<file path="config.mk">
export PLATFORM = sky130hd
export DESIGN_NAME = capability_handle_table_core_flat
export DESIGN_NICKNAME = d
export VERILOG_FILES = /design/src/rtl/cht_pkg.sv /design/src/rtl/cht_if.sv /design/src/rtl/capability_handle_table_core.sv /design/src/rtl/cht_front.sv /design/src/rtl/cht_queue.sv /design/src/rtl/cht_back.sv /design/src/flat_wrapper.sv
export SDC_FILE = /design/constraint.sdc
export NUM_CORES = 2
export LEC_CHECK = 0
export BUFFER_PORTS_ARGS = -buffer_cell sky130_fd_sc_hd__buf_4
export CAP_MARGIN = 15
export CELL_PAD_IN_SITES_DETAIL_PLACEMENT = 1
export CELL_PAD_IN_SITES_GLOBAL_PLACEMENT = 1
export CORE_AREA = 2 2 414 416
export CTS_CLUSTER_SIZE = 14
export DETAILED_ROUTE_END_ITERATION = 7
export DIE_AREA = 0 0 416 418
export GPL_TIMING_DRIVEN = 0
export PLACE_DENSITY = 0.87
export SKIP_LAST_GASP = 1
export SLEW_MARGIN = 20
export SYNTH_ARGS = -nofsm -noshare
export SYNTH_HDL_FRONTEND = slang
export SYNTH_SLANG_ARGS = --single-unit
</file>
<file path="constraint.sdc">
create_clock -name clk -period 12.8 [get_ports clk]
set_input_delay 1.28 -clock clk [delete_from_list [all_inputs] [get_ports clk]]
set_output_delay 1.28 -clock clk [all_outputs]
set_load 0.01 [all_outputs]
</file>
<file path="src/rtl/cht_pkg.sv">
`default_nettype none
package cht_pkg;
	localparam int TABLE_ROWS_DEF   = 64;
	localparam int NUM_SUBJECTS_DEF = 16;
	localparam int GEN_BITS_DEF     = 14;

	typedef enum logic [3:0] {
		CMD_GRANT     = 4'd0,
		CMD_REVOKE    = 4'd1,
		CMD_CHECK     = 4'd2,
		CMD_GRANT_H   = 4'd3,
		CMD_CHECK_H   = 4'd4,
		CMD_REVOKE_H  = 4'd5,
		CMD_REVOKE_OW = 4'd6,
		CMD_LIVE_CNT  = 4'd7,
		CMD_CLEAR     = 4'd8
	} cmd_t;

	localparam logic [1:0] ST_OK   = 2'd0;
	localparam logic [1:0] ST_SUBJ = 2'd1;
	localparam logic [1:0] ST_CAP  = 2'd2;
	localparam logic [1:0] ST_MISS = 2'd3;

	localparam logic [1:0] REG_CAP_MIN = 2'd0;
	localparam logic [1:0] REG_CAP_MAX = 2'd1;
	localparam logic [1:0] REG_TAG     = 2'd2;

	// classified command handed from front to back
	typedef struct packed {
		logic [3:0]  command;
		logic        pre_fail;
		logic [1:0]  pre_status;
		logic        subj_ok;
		logic [7:0]  owner_sid;
		logic [7:0]  cap_id;
		logic [15:0] handle_slot;
		logic [15:0] handle_generation;
	} job_t;

	typedef struct packed {
		logic [1:0]  status;
		logic        handle_valid;
		logic [5:0]  out_slot;
		logic [13:0] out_generation;
		logic [7:0]  out_tag;
		logic [6:0]  row_count;
	} res_t;
endpackage
`default_nettype wire

</file>
<file path="src/rtl/cht_if.sv">
`default_nettype none
interface cht_cmd_if;
	logic        valid;
	logic        ready;
	logic [3:0]  command;
	logic [7:0]  owner_sid;
	logic [7:0]  grantor_sid;
	logic [7:0]  cap_id;
	logic [15:0] handle_slot;
	logic [13:0] handle_generation;
	logic [7:0]  handle_tag;
	modport source (output valid, command, owner_sid, grantor_sid, cap_id,
		handle_slot, handle_generation, handle_tag, input ready);
	modport sink (input valid, command, owner_sid, grantor_sid, cap_id,
		handle_slot, handle_generation, handle_tag, output ready);
endinterface

interface cht_res_if;
	logic        valid;
	logic        ready;
	logic [1:0]  status;
	logic        handle_valid;
	logic [5:0]  out_slot;
	logic [13:0] out_generation;
	logic [7:0]  out_tag;
	logic [6:0]  row_count;
	modport source (output valid, status, handle_valid, out_slot, out_generation,
		out_tag, row_count, input ready);
	modport sink (input valid, status, handle_valid, out_slot, out_generation,
		out_tag, row_count, output ready);
endinterface

interface cht_cfg_if;
	logic       valid;
	logic       ready;
	logic [1:0] index;
	logic [7:0] data;
	modport source (output valid, index, data, input ready);
	modport sink (input valid, index, data, output ready);
endinterface
`default_nettype wire

</file>
<file path="src/rtl/capability_handle_table_core.sv">
// flow: rejected, clear and bad-owner revoke commands go straight to the result;
// handle check/revoke read the row, then execute; owner revoke and live count walk
// every row; grant, revoke and check search every row (one row read a cycle), then
// pick, read and execute. The back end runs one command at a time and waits out
// result stalls; the two-entry queue takes new commands while the back end works
// reset: asynchronous, empties the table and restores the registers to their defaults
`default_nettype none
module capability_handle_table_core
	import cht_pkg::*;
#(
	parameter int TABLE_ROWS   = TABLE_ROWS_DEF,
	parameter int NUM_SUBJECTS = NUM_SUBJECTS_DEF,
	parameter int GEN_BITS     = GEN_BITS_DEF
) (
	input wire logic clk,
	input wire logic arst_n,
	cht_cmd_if.sink  cmd,
	cht_res_if.source rsp,
	cht_cfg_if.sink  cfg
);
	logic [7:0] cap_min_q, cap_max_q, ktag_q;
	job_t jin, jout;
	logic qfull, qne, qpop, busy;
	res_t r;

	assign cfg.ready = 1'b1;
	assign cmd.ready = !qfull;

	// configuration registers
	always_ff @(posedge clk or negedge arst_n) begin
		if (!arst_n) begin
			cap_min_q <= 8'd1; cap_max_q <= 8'd8; ktag_q <= 8'd1;
		end else if (cfg.valid) begin
			unique case (cfg.index)
				REG_CAP_MIN: cap_min_q <= cfg.data;
				REG_CAP_MAX: cap_max_q <= cfg.data;
				REG_TAG:     ktag_q <= cfg.data;
				default: ;
			endcase
		end
	end

	cht_front #(.NUM_SUBJECTS(NUM_SUBJECTS)) u_front (
		.cap_min(cap_min_q), .cap_max(cap_max_q), .ktag(ktag_q),
		.command(cmd.command), .owner_sid(cmd.owner_sid),
		.grantor_sid(cmd.grantor_sid), .cap_id(cmd.cap_id),
		.handle_slot(cmd.handle_slot), .handle_generation(cmd.handle_generation),
		.handle_tag(cmd.handle_tag), .job(jin));

	cht_queue u_queue (
		.clk(clk), .arst_n(arst_n), .push(cmd.valid && !qfull), .din(jin),
		.full(qfull), .pop(qpop), .nonempty(qne), .dout(jout));

	cht_back #(.TABLE_ROWS(TABLE_ROWS), .GEN_BITS(GEN_BITS)) u_back (
		.clk(clk), .arst_n(arst_n), .ktag(ktag_q), .job_valid(qne), .job(jout),
		.job_pop(qpop), .res_valid(rsp.valid), .res_ready(rsp.ready), .res(r),
		.busy(busy));

	assign rsp.status = r.status;
	assign rsp.handle_valid = r.handle_valid;
	assign rsp.out_slot = r.out_slot;
	assign rsp.out_generation = r.out_generation;
	assign rsp.out_tag = r.out_tag;
	assign rsp.row_count = r.row_count;

	// a pop only happens when the back end is idle
	assert property (@(posedge clk) disable iff (!arst_n) qpop |-> !busy)
		else $error("pop while busy");
	// a null handle carries zero fields
	assert property (@(posedge clk) disable iff (!arst_n)
		(rsp.valid && !rsp.handle_valid) |-> (rsp.out_tag == 8'd0))
		else $error("null handle with tag");
	// a result follows only from a popped command
	assert property (@(posedge clk) disable iff (!arst_n) $rose(rsp.valid) |-> busy)
		else $error("result without command");
endmodule
`default_nettype wire

</file>
<file path="src/rtl/cht_front.sv">
`default_nettype none
module cht_front
	import cht_pkg::*;
#(
	parameter int NUM_SUBJECTS = NUM_SUBJECTS_DEF
) (
	input  wire logic [7:0]  cap_min,
	input  wire logic [7:0]  cap_max,
	input  wire logic [7:0]  ktag,
	input  wire logic [3:0]  command,
	input  wire logic [7:0]  owner_sid,
	input  wire logic [7:0]  grantor_sid,
	input  wire logic [7:0]  cap_id,
	input  wire logic [15:0] handle_slot,
	input  wire logic [13:0] handle_generation,
	input  wire logic [7:0]  handle_tag,
	output job_t             job
);
	logic own_ok, gra_ok, cap_ok;

	// validity checks: subjects first, then the id range; handle commands check the tag first
	always_comb begin
		own_ok = {1'b0, owner_sid} < 9'(NUM_SUBJECTS);
		gra_ok = {1'b0, grantor_sid} < 9'(NUM_SUBJECTS);
		cap_ok = (cap_id >= cap_min) && (cap_id <= cap_max);
		job = '0;
		job.command = command;
		job.subj_ok = own_ok;
		job.owner_sid = owner_sid;
		job.cap_id = cap_id;
		job.handle_slot = handle_slot;
		job.handle_generation = {2'b00, handle_generation};
		job.pre_status = ST_OK;
		job.pre_fail = 1'b0;
		unique case (command)
			CMD_GRANT: begin
				if (!own_ok || !gra_ok) begin
					job.pre_fail = 1'b1; job.pre_status = ST_SUBJ;
				end else if (!cap_ok) begin
					job.pre_fail = 1'b1; job.pre_status = ST_CAP;
				end
			end
			CMD_REVOKE, CMD_CHECK, CMD_GRANT_H: begin
				if (!own_ok) begin
					job.pre_fail = 1'b1; job.pre_status = ST_SUBJ;
				end else if (!cap_ok) begin
					job.pre_fail = 1'b1; job.pre_status = ST_CAP;
				end
			end
			CMD_CHECK_H, CMD_REVOKE_H: begin
				if (handle_tag != ktag) begin
					job.pre_fail = 1'b1; job.pre_status = ST_CAP;
				end else if (command == CMD_CHECK_H && !cap_ok) begin
					job.pre_fail = 1'b1; job.pre_status = ST_CAP;
				end
			end
			CMD_REVOKE_OW, CMD_LIVE_CNT, CMD_CLEAR: ;
			default: begin
				job.pre_fail = 1'b1; job.pre_status = ST_CAP;
			end
		endcase
	end
endmodule
`default_nettype wire

</file>
<file path="src/rtl/cht_queue.sv">
`default_nettype none
module cht_queue
	import cht_pkg::*;
(
	input  wire logic clk,
	input  wire logic arst_n,
	input  wire logic push,
	input  wire job_t din,
	output logic      full,
	input  wire logic pop,
	output logic      nonempty,
	output job_t      dout
);
	job_t       ent_q [2];
	logic [1:0] cnt_q;
	logic       wp_q, rp_q;

	assign full = cnt_q == 2'd2;
	assign nonempty = cnt_q != 2'd0;
	assign dout = ent_q[rp_q];

	// two-entry fifo
	always_ff @(posedge clk or negedge arst_n) begin
		if (!arst_n) begin
			cnt_q <= '0; wp_q <= 1'b0; rp_q <= 1'b0;
		end else begin
			if (push) wp_q <= ~wp_q;
			if (pop) rp_q <= ~rp_q;
			cnt_q <= cnt_q + {1'b0, push} - {1'b0, pop};
		end
	end

	always_ff @(posedge clk) begin
		if (push) ent_q[wp_q] <= din;
	end
endmodule
`default_nettype wire

</file>
<file path="src/rtl/cht_back.sv">
`default_nettype none
module cht_back
	import cht_pkg::*;
#(
	parameter int TABLE_ROWS = TABLE_ROWS_DEF,
	parameter int GEN_BITS   = GEN_BITS_DEF
) (
	input  wire logic clk,
	input  wire logic arst_n,
	input  wire logic [7:0] ktag,
	input  wire logic job_valid,
	input  wire job_t job,
	output logic      job_pop,
	output logic      res_valid,
	input  wire logic res_ready,
	output res_t      res,
	output logic      busy
);
	localparam int RW = $clog2(TABLE_ROWS);
	localparam int CW = $clog2(TABLE_ROWS + 1);

	typedef enum logic [2:0] {S_IDLE, S_SCAN, S_PICK, S_RD, S_EXEC, S_WALK, S_OUT} st_t;

	// row store: flags in flops, payload in a memory
	logic [TABLE_ROWS-1:0] live_q, rev_q, used_q;
	logic [7:0]            capm [TABLE_ROWS];
	logic [7:0]            ownm [TABLE_ROWS];
	logic [GEN_BITS-1:0]   genm [TABLE_ROWS];

	st_t             st_q;
	job_t            job_q;
	logic [RW:0]     idx_q;
	logic            hit_q, fnew_q, frev_q;
	logic [RW-1:0]   hit_row_q, new_row_q, rev_row_q, row_q;
	logic [CW-1:0]   cnt_q;
	logic [7:0]      rd_cap_q, rd_own_q;
	logic [GEN_BITS-1:0] rd_gen_q;
	res_t            res_q;
	logic [RW-1:0]   ix;
	logic            slot_ok;
	logic            hcmd;

	assign ix = idx_q[RW-1:0];
	assign job_pop = (st_q == S_IDLE) && job_valid;
	assign res_valid = st_q == S_OUT;
	assign res = res_q;
	assign busy = st_q != S_IDLE;
	assign slot_ok = job_q.handle_slot < 16'(TABLE_ROWS);
	assign hcmd = (job_q.command == CMD_CHECK_H) || (job_q.command == CMD_REVOKE_H);

	// registered row read
	always_ff @(posedge clk) begin
		rd_cap_q <= capm[ix];
		rd_own_q <= ownm[ix];
		rd_gen_q <= genm[ix];
	end

	// sequencer
	always_ff @(posedge clk or negedge arst_n) begin
		if (!arst_n) begin
			st_q <= S_IDLE;
			live_q <= '0; rev_q <= '0; used_q <= '0;
			idx_q <= '0; res_q <= '0; job_q <= '0;
			hit_q <= 1'b0; fnew_q <= 1'b0; frev_q <= 1'b0; cnt_q <= '0;
			hit_row_q <= '0; new_row_q <= '0; rev_row_q <= '0; row_q <= '0;
		end else begin
			unique case (st_q)
				S_IDLE: if (job_valid) begin
					job_q <= job;
					res_q <= '{status: job.pre_status, default: '0};
					idx_q <= (job.command == CMD_CHECK_H || job.command == CMD_REVOKE_H) ?
						job.handle_slot[RW:0] : '0;
					cnt_q <= '0;
					hit_q <= 1'b0; fnew_q <= 1'b0; frev_q <= 1'b0;
					if (job.pre_fail) st_q <= S_OUT;
					else if (job.command == CMD_CLEAR) begin
						live_q <= '0; rev_q <= '0; used_q <= '0; st_q <= S_OUT;
					end else if (job.command == CMD_LIVE_CNT) st_q <= S_WALK;
					else if (job.command == CMD_REVOKE_OW) begin
						st_q <= job.subj_ok ? S_WALK : S_OUT;
					end else if (job.command == CMD_CHECK_H ||
							job.command == CMD_REVOKE_H) begin
						st_q <= S_RD;
					end else st_q <= S_SCAN;
				end
				// address one row; data lands for the next cycle
				S_RD: begin
					if (hcmd && !slot_ok) begin
						res_q.status <= ST_CAP; st_q <= S_OUT;
					end else begin
						if (hcmd) row_q <= job_q.handle_slot[RW-1:0];
						st_q <= S_EXEC;
					end
				end
				// pipelined scan: compare row idx-1 while addressing idx
				S_SCAN: begin
					if (idx_q != '0) begin
						if (live_q[ix-RW'(1)] && used_q[ix-RW'(1)] &&
							rd_own_q == job_q.owner_sid &&
							rd_cap_q == job_q.cap_id && !hit_q) begin
							hit_q <= 1'b1; hit_row_q <= ix - RW'(1);
						end
					end
					if (idx_q < (RW+1)'(TABLE_ROWS)) begin
						if (!live_q[ix] && !rev_q[ix] && !fnew_q) begin
							fnew_q <= 1'b1; new_row_q <= ix;
						end
						if (!live_q[ix] && !frev_q) begin
							frev_q <= 1'b1; rev_row_q <= ix;
						end
						idx_q <= idx_q + 1'b1;
					end else st_q <= S_PICK;
				end
				// choose the target row once the last compare has landed
				S_PICK: begin
					row_q <= hit_q ? hit_row_q : (fnew_q ? new_row_q : rev_row_q);
					idx_q <= {1'b0, hit_q ? hit_row_q :
						(fnew_q ? new_row_q : rev_row_q)};
					st_q <= S_RD;
				end
				S_EXEC: begin
					st_q <= S_OUT;
					unique case (job_q.command)
						CMD_GRANT, CMD_GRANT_H: begin
							if (hit_q) begin
								if (job_q.command == CMD_GRANT_H) begin
									res_q.handle_valid <= 1'b1;
									res_q.out_slot <= 6'(row_q);
									res_q.out_generation <= 14'(rd_gen_q);
									res_q.out_tag <= ktag;
								end
							end else if (fnew_q || frev_q) begin
								live_q[row_q] <= 1'b1; rev_q[row_q] <= 1'b0;
								used_q[row_q] <= 1'b1;
								if (job_q.command == CMD_GRANT_H) begin
									res_q.handle_valid <= 1'b1;
									res_q.out_slot <= 6'(row_q);
									res_q.out_generation <= 14'(used_q[row_q] ?
										rd_gen_q + 1'b1 : GEN_BITS'(1));
									res_q.out_tag <= ktag;
								end
							end else res_q.status <= ST_CAP;
						end
						CMD_REVOKE, CMD_CHECK: begin
							if (!hit_q) res_q.status <= ST_MISS;
							else if (job_q.command == CMD_REVOKE) begin
								live_q[row_q] <= 1'b0; rev_q[row_q] <= 1'b1;
							end
						end
						default: begin
							if (!live_q[row_q]) res_q.status <= ST_MISS;
							else if (rd_gen_q != job_q.handle_generation[GEN_BITS-1:0])
								res_q.status <= ST_MISS;
							else if (job_q.command == CMD_CHECK_H) begin
								if (rd_cap_q != job_q.cap_id) res_q.status <= ST_CAP;
							end else begin
								live_q[row_q] <= 1'b0; rev_q[row_q] <= 1'b1;
							end
						end
					endcase
				end
				// one row a cycle for owner revoke and live count
				S_WALK: begin
					if (idx_q == (RW+1)'(TABLE_ROWS + 1)) begin
						res_q.row_count <= 7'(cnt_q); st_q <= S_OUT;
					end else begin
						if (idx_q != '0 && live_q[ix-RW'(1)]) begin
							if (job_q.command == CMD_LIVE_CNT) cnt_q <= cnt_q + 1'b1;
							else if (rd_own_q == job_q.owner_sid) begin
								cnt_q <= cnt_q + 1'b1;
								live_q[ix-RW'(1)] <= 1'b0; rev_q[ix-RW'(1)] <= 1'b1;
							end
						end
						idx_q <= idx_q + 1'b1;
					end
				end
				S_OUT: if (res_ready) st_q <= S_IDLE;
				default: st_q <= S_IDLE;
			endcase
		end
	end

	// memory writes: grant fills, revokes bump the generation
	always_ff @(posedge clk) begin
		if (st_q == S_EXEC) begin
			if ((job_q.command == CMD_GRANT || job_q.command == CMD_GRANT_H)
					&& !hit_q && (fnew_q || frev_q)) begin
				capm[row_q] <= job_q.cap_id;
				ownm[row_q] <= job_q.owner_sid;
				genm[row_q] <= used_q[row_q] ? rd_gen_q + 1'b1 : GEN_BITS'(1);
			end else if ((job_q.command == CMD_REVOKE && hit_q) ||
					(job_q.command == CMD_REVOKE_H && live_q[row_q] &&
					rd_gen_q == job_q.handle_generation[GEN_BITS-1:0])) begin
				genm[row_q] <= rd_gen_q + 1'b1;
			end
		end else if (st_q == S_WALK && job_q.command == CMD_REVOKE_OW &&
				idx_q != '0 && idx_q != (RW+1)'(TABLE_ROWS + 1) &&
				live_q[ix-RW'(1)] && rd_own_q == job_q.owner_sid) begin
			genm[ix-RW'(1)] <= rd_gen_q + 1'b1;
		end
	end
endmodule
`default_nettype wire

</file>
<file path="src/flat_wrapper.sv">
// flat-port wrapper written by rule: the top's interface ports become plain ports
module capability_handle_table_core_flat import cht_pkg::*;
#(
	parameter int TABLE_ROWS   = TABLE_ROWS_DEF,
	parameter int NUM_SUBJECTS = NUM_SUBJECTS_DEF,
	parameter int GEN_BITS     = GEN_BITS_DEF
)
  (clk, arst_n, cmd_valid, cmd_command, cmd_owner_sid, cmd_grantor_sid, cmd_cap_id, cmd_handle_slot, cmd_handle_generation, cmd_handle_tag, cmd_ready, rsp_valid, rsp_status, rsp_handle_valid, rsp_out_slot, rsp_out_generation, rsp_out_tag, rsp_row_count, rsp_ready, cfg_valid, cfg_index, cfg_data, cfg_ready);
  cht_cmd_if cmd_i ();
  cht_res_if rsp_i ();
  cht_cfg_if cfg_i ();
  input wire logic clk;
  input wire logic arst_n;
  input wire logic [$bits(cmd_i.valid)-1:0] cmd_valid;
  input wire logic [$bits(cmd_i.command)-1:0] cmd_command;
  input wire logic [$bits(cmd_i.owner_sid)-1:0] cmd_owner_sid;
  input wire logic [$bits(cmd_i.grantor_sid)-1:0] cmd_grantor_sid;
  input wire logic [$bits(cmd_i.cap_id)-1:0] cmd_cap_id;
  input wire logic [$bits(cmd_i.handle_slot)-1:0] cmd_handle_slot;
  input wire logic [$bits(cmd_i.handle_generation)-1:0] cmd_handle_generation;
  input wire logic [$bits(cmd_i.handle_tag)-1:0] cmd_handle_tag;
  output wire logic [$bits(cmd_i.ready)-1:0] cmd_ready;
  output wire logic [$bits(rsp_i.valid)-1:0] rsp_valid;
  output wire logic [$bits(rsp_i.status)-1:0] rsp_status;
  output wire logic [$bits(rsp_i.handle_valid)-1:0] rsp_handle_valid;
  output wire logic [$bits(rsp_i.out_slot)-1:0] rsp_out_slot;
  output wire logic [$bits(rsp_i.out_generation)-1:0] rsp_out_generation;
  output wire logic [$bits(rsp_i.out_tag)-1:0] rsp_out_tag;
  output wire logic [$bits(rsp_i.row_count)-1:0] rsp_row_count;
  input wire logic [$bits(rsp_i.ready)-1:0] rsp_ready;
  input wire logic [$bits(cfg_i.valid)-1:0] cfg_valid;
  input wire logic [$bits(cfg_i.index)-1:0] cfg_index;
  input wire logic [$bits(cfg_i.data)-1:0] cfg_data;
  output wire logic [$bits(cfg_i.ready)-1:0] cfg_ready;
  assign cmd_i.valid = cmd_valid;
  assign cmd_i.command = cmd_command;
  assign cmd_i.owner_sid = cmd_owner_sid;
  assign cmd_i.grantor_sid = cmd_grantor_sid;
  assign cmd_i.cap_id = cmd_cap_id;
  assign cmd_i.handle_slot = cmd_handle_slot;
  assign cmd_i.handle_generation = cmd_handle_generation;
  assign cmd_i.handle_tag = cmd_handle_tag;
  assign cmd_ready = cmd_i.ready;
  assign rsp_valid = rsp_i.valid;
  assign rsp_status = rsp_i.status;
  assign rsp_handle_valid = rsp_i.handle_valid;
  assign rsp_out_slot = rsp_i.out_slot;
  assign rsp_out_generation = rsp_i.out_generation;
  assign rsp_out_tag = rsp_i.out_tag;
  assign rsp_row_count = rsp_i.row_count;
  assign rsp_i.ready = rsp_ready;
  assign cfg_i.valid = cfg_valid;
  assign cfg_i.index = cfg_index;
  assign cfg_i.data = cfg_data;
  assign cfg_ready = cfg_i.ready;
  capability_handle_table_core #(.TABLE_ROWS(TABLE_ROWS), .NUM_SUBJECTS(NUM_SUBJECTS), .GEN_BITS(GEN_BITS)) u_core (.clk(clk), .arst_n(arst_n), .cmd(cmd_i), .rsp(rsp_i), .cfg(cfg_i));
endmodule
</file>
==> flow_summary.toml, run 1 <==
[outcome]
status = "aborted with a tool error"
stop_stage = "5_1_grt"
error_line = "[ERROR GRT-0232] Routing congestion too high. Check the congestion heatmap in the GUI."

[synth]
synth_area_leader_cell = "edfxtp_1"
synth_cell_types = 84
muxShareOfSynthArea_pct = 17.07
yosys.area_share.adder_pct = 0.2897
ys_async_sr_fraction_pct = 14.61
synthTopCellsByArea = "edfxtp_1 61%, mux4_2 16%, dfrtp_1 8.8%, a21oi_1 1.7%, nand2_1 1.3%"
avgSynthCellArea_um2 = 17.95
synth_top_area_share_pct = 61.31
synth-xor-area-share_pct = 0.4661
ys.flop_type = "edfxtp_1"
ys_seq_area_share_pct = 70.79
syn-cell-area_mm2 = 0.09933
yosys.area_share.simple_pct = 4.232
synth_top_family_by_area = "multiplexers"
ys_ff_latch = 2410
syn_inst = 5534
synth_edf_count = 2028
yosys_warnings = 0
synth-compound-area-share_pct = 5.380
synth_nets = 5638

[die]
die_w_um = 416
ios = 122
initial_core_util_pct = 58.74
dieHeight_um = 418
rows = 151

[clock_network]
postCtsResizedCells = 0
cts_buffers = 230
ctsHoldBuffers = 0
clk_path_buf_depth = 3
clock_sinks = 2410
root_buffer = "clkbuf_16"
cts_setup_buffers = 0
h-tree-depth = 4

[placed_design]
gp_congestion = 1.010
io_buffers = 116
place_area_mm2 = 0.1054
place_ws_ns = 5.096
dp_hpwl_um = 242100

[grt]
grt_usage_pct = 67.35
grt.overflow.total = 102
grt_max_degree = 98
antenna_found_initial = 86
==> metrics by stage <==
stage / utilization (%) / std cells / hold WS, ns
floorplan: - / 5534 / 0.4455
global placement: 60.90 / 7868 / 0.4626
detailed placement: 62.34 / 8009 / 0.4672
CTS: 66.81 / 8433 / 0.4093
==> kinds of logic after synthesis <==
group                      after synthesis
AOI/OAI and AO/OA                      849
and+or+nand+nor                        950
buffers and inverters                  417
xor gates and xnor gates                52
other                                    1
muxes                                  832
adders and majority gates               23
DFF                                   2410
==> per-layer routing <==
metal  overflow  global-route usage [%]
met1          5                   68.98
met2         41                   82.29
met3          8                   52.23
met4         48                   63.16
met5          0                   36.23
==> cells in the mapped netlist (all sizes together), types with 4 or more instances <==
master	n
nand2	342
o21bai	4
o2bb2ai	4
a211oi	16
a2111oi	11
nor4	18
o211ai	74
nor2b	39
or3	13
clkbuf	242
o21ba	12
a21oi	338
xor2	24
nand3b	6
or2	5
nand3	43
o21ai	155
and2	10
nor3	95
nand4	11
a22oi	10
o21a	5
a221oi	14
o32ai	23
mux4	684
ha	23
mux2i	95
and3	24
inv	43
a32oi	4
o221ai	5
o22ai	18
edfxtp	2028
a21o	11
a31oi	48
nand2b	14
xnor2	28
dfrtp	349
dfxtp	30
buf	130
nor2	314
mux2	53
a22o	69
nor3b	8
==> run 2, diff against run 1 <==
--- a/config.mk
+++ b/config.mk
@@ -7,14 +7,11 @@
 export LEC_CHECK = 0
 export BUFFER_PORTS_ARGS = -buffer_cell sky130_fd_sc_hd__buf_4
 export CAP_MARGIN = 15
-export CELL_PAD_IN_SITES_DETAIL_PLACEMENT = 1
-export CELL_PAD_IN_SITES_GLOBAL_PLACEMENT = 1
-export CORE_AREA = 2 2 414 416
-export CTS_CLUSTER_SIZE = 14
+export CORE_AREA = 2 2 502 504
 export DETAILED_ROUTE_END_ITERATION = 7
-export DIE_AREA = 0 0 416 418
+export DIE_AREA = 0 0 504 506
 export GPL_TIMING_DRIVEN = 0
-export PLACE_DENSITY = 0.87
+export PLACE_DENSITY_LB_ADDON = 0.15
 export SKIP_LAST_GASP = 1
 export SLEW_MARGIN = 20
 export SYNTH_ARGS = -nofsm -noshare
==> flow_summary.toml, run 2 <==
[synth]
yosys_warnings = 0
synth_cell_types = 84
ys_async_sr_fraction_pct = 14.61
ys.flop_type = "edfxtp_1"
synthTopCellsByArea = "edfxtp_1 61%, mux4_2 16%, dfrtp_1 8.8%, a21oi_1 1.7%, nand2_1 1.3%"
synth_nets = 5638
synth_edf_count = 2028
syn_inst = 5534
ys_ff_latch = 2410
yosysMostFrequentCell = "edfxtp_1"
avgSynthCellArea_um2 = 17.95
synth_area_leader_cell = "edfxtp_1"
syn-cell-area_mm2 = 0.09933
synth_common_cells = "2028 x edfxtp_1, 684 x mux4_2, 349 x dfrtp_1"
ys_seq_area_share_pct = 70.79
synth_top_area_share_pct = 61.31

[setup_path]
reg2reg_depth = 17
path_class = "flop to flop"
endpoint_kind = "flop"
cp-start-kind = "flop"
cp_max_fo = 10
cp.required_ns = 13.41
worst-endpoint-arrival_ns = 8.86

[clock_network]
ctsHoldBuffers = 0
clkTransAtPathRegs_ns = 0.06
root_buffer = "clkbuf_16"
h-tree-depth = 5
postCtsResizedCells = 0
cts_setup_buffers = 0
clock_latency_ns = 0.96
cts_buffers = 279
clk_path_buf_depth = 4
clock_sinks = 2410
cts_tree = "done"

[sta]
max_freq_ghz = 0.1213
min_period_over_period_pct = 64.41
tightest_slew_ns = 1.223
timing.final.max_slew_violations = 0
tns_ns = 0
setup_viol = 0
maxSlewHeadroom_pct = 18.48
hold_viol_final = 0
finClkSkew_ns = 0.1189
period_minus_slack_ns = 8.245
rsz0062_at_grt = "false"

[final_layout]
final_cell_mix = "2028 x edfxtp_1, 684 x mux4_2, 342 x nand2_1"
fillers = 21530
area_delta_synth_final_pct = 16.88
drive_gt1_share_pct = 27.74
largest_register_ff_count = 896
nets = 6219
top_register = "u_core.u_back.genm"
fin_area_mm2 = 0.1161
top_regs = "u_core.u_back.genm: 896 flops, u_core.u_back.capm: 512 flops, u_core.u_back.ownm: 512 flops"
final_common_cell = "edfxtp_1"

[power_and_ir_drop]
p_sw_uw = 9896
combinationalPowerShare_pct = 34.8
peakVddDrop_uv = 154.8
power_frac_seq_pct = 37.3
powerDensity_mw_per_mm2 = 235.6
p_sw_share_pct = 36.19
p_leak_uw = 0.03872
clockPowerShare_pct = 28.0
power.internal_uw = 17450

[grt]
grt_max_degree = 94
antenna_found_initial = 9
grt_usage_pct = 23.98
grt.overflow.total = 0
grt_pass1_wl_um = 436100
grt_pass1_vias = 57000

[placed_design]
io_buffers = 116
gp_congestion = 0.9990
place_area_mm2 = 0.1074
dp_hpwl_um = 219300

[drt]
vias = 56940
drt_first_pass_iters = 5
viasPerCell = 5.889
drtAntennaViolNets = 0
route.detailed.drc = 0
wl_per_cell_um = 31.95
drt_wl_total_um = 308900
drtIter0Drc = 6993

[min_path]
hold_class = "input port to asynchronous set/reset pin"

[die]
dieArea_mm2 = 0.2550
rows = 184
initial_core_util_pct = 39.73
ios = 122
die_w_um = 504
core_mm2 = 0.2500
dieHeight_um = 506

[flow_run]
timing.max_cap.violations = 0

[outcome]
status = "finished clean"
[run 2: cell counts after synthesis]
Identical to the previous run, type by type.
[run 2: path summary, 6_finish.rpt]
path	to	from	slack (ns)
worst max register to register	u_core.u_back.capm[8][3]	u_core.u_back.idx_q[0]	4.56
worst max-delay path	u_core.u_back.capm[8][3]	u_core.u_back.idx_q[0]	4.56
max in group asynchronous	u_core.u_back.job_q[33]	arst_n	10.96
min in group clk	u_core.u_back.job_q[21]	u_core.u_back.job_q[21]	0.48
worst min-delay path	u_core.u_back.rev_q[17]	arst_n	0.43
worst min register to register	u_core.u_back.job_q[21]	u_core.u_back.job_q[21]	0.48
[run 2: critical path, stage by stage (launching register included)]
cell	delay (ns)
dfrtp_1	0.56
buf_2	0.33
inv_1	0.47
clkbuf_1	0.81
ha_1	0.48
buf_2	0.35
buf_2	0.39
clkbuf_1	0.69
o2111ai_1	0.34
o211ai_1	0.41
nand3_1	0.29
o21ai_0	0.25
o21ba_2	0.32
nand3_2	0.45
clkbuf_1	0.60
nor3_2	0.68
buf_4	0.30
buf_4	0.20
[run 2: stage by stage]
stage,hold slack (ns),util [%],worst slack [ns],instances,power [uW]
after CTS,0.4256,46.41,5.063,9661,27410
after detailed placement,0.4670,42.96,5.063,9180,19770
after global routing,0.4588,46.43,4.730,9665,28250
after global placement,0.4634,41.75,3.464,8998,19420
after floorplan,0.4455,-,7.407,5534,15520
final,0.4256,46.43,4.555,9669,27350
[run 2: cells by family after synthesis]
logic type      synth area share [%]
flops                          70.79
simple gates                   4.232
compound gates                 5.380
mux                            17.07
buf+inv                        1.775
xor+xnor                      0.4661
fa+ha+maj                     0.2897
other cells                 0.003775
[run 2: power by group through the flow]
stage	sequential [uW]	clock (uW)	combinational, uW
after detailed placement	10300	0	9430
final	10200	7650	9500
after floorplan	10400	0	5160
after CTS	10200	7780	9460
after global routing	10200	8080	9930
after global placement	10800	0	8610
[run 2: routing by layer]
metal / GRT usage [%] / vias to the layer above / routed length (um)
li1: - / 23580 / -
met2: 37.07 / 2257 / 143500
met3: 4.817 / 517 / 22440
met5: 0 / - / 27
met1: 34.13 / 30590 / 132000
met4: 7.966 / 4 / 10980
[run 2: final cells by class]
class                           count  area [um^2]  share of cell area, %
Antenna cell                        6        15.01                0.01293
Buffer                            372         1630                  1.404
Clock buffer                      359         7510                  6.469
Clock inverter                    122         1112                 0.9581
Inverter                           45        168.9                 0.1455
Multi-Input combinational cell   2707        28050                  24.16
Sequential cell                  2410        70370                  60.61
Tap cell                         3348         4189                  3.608
Timing Repair Buffer              300         3052                  2.629
Power figures use the tool's default switching activity.
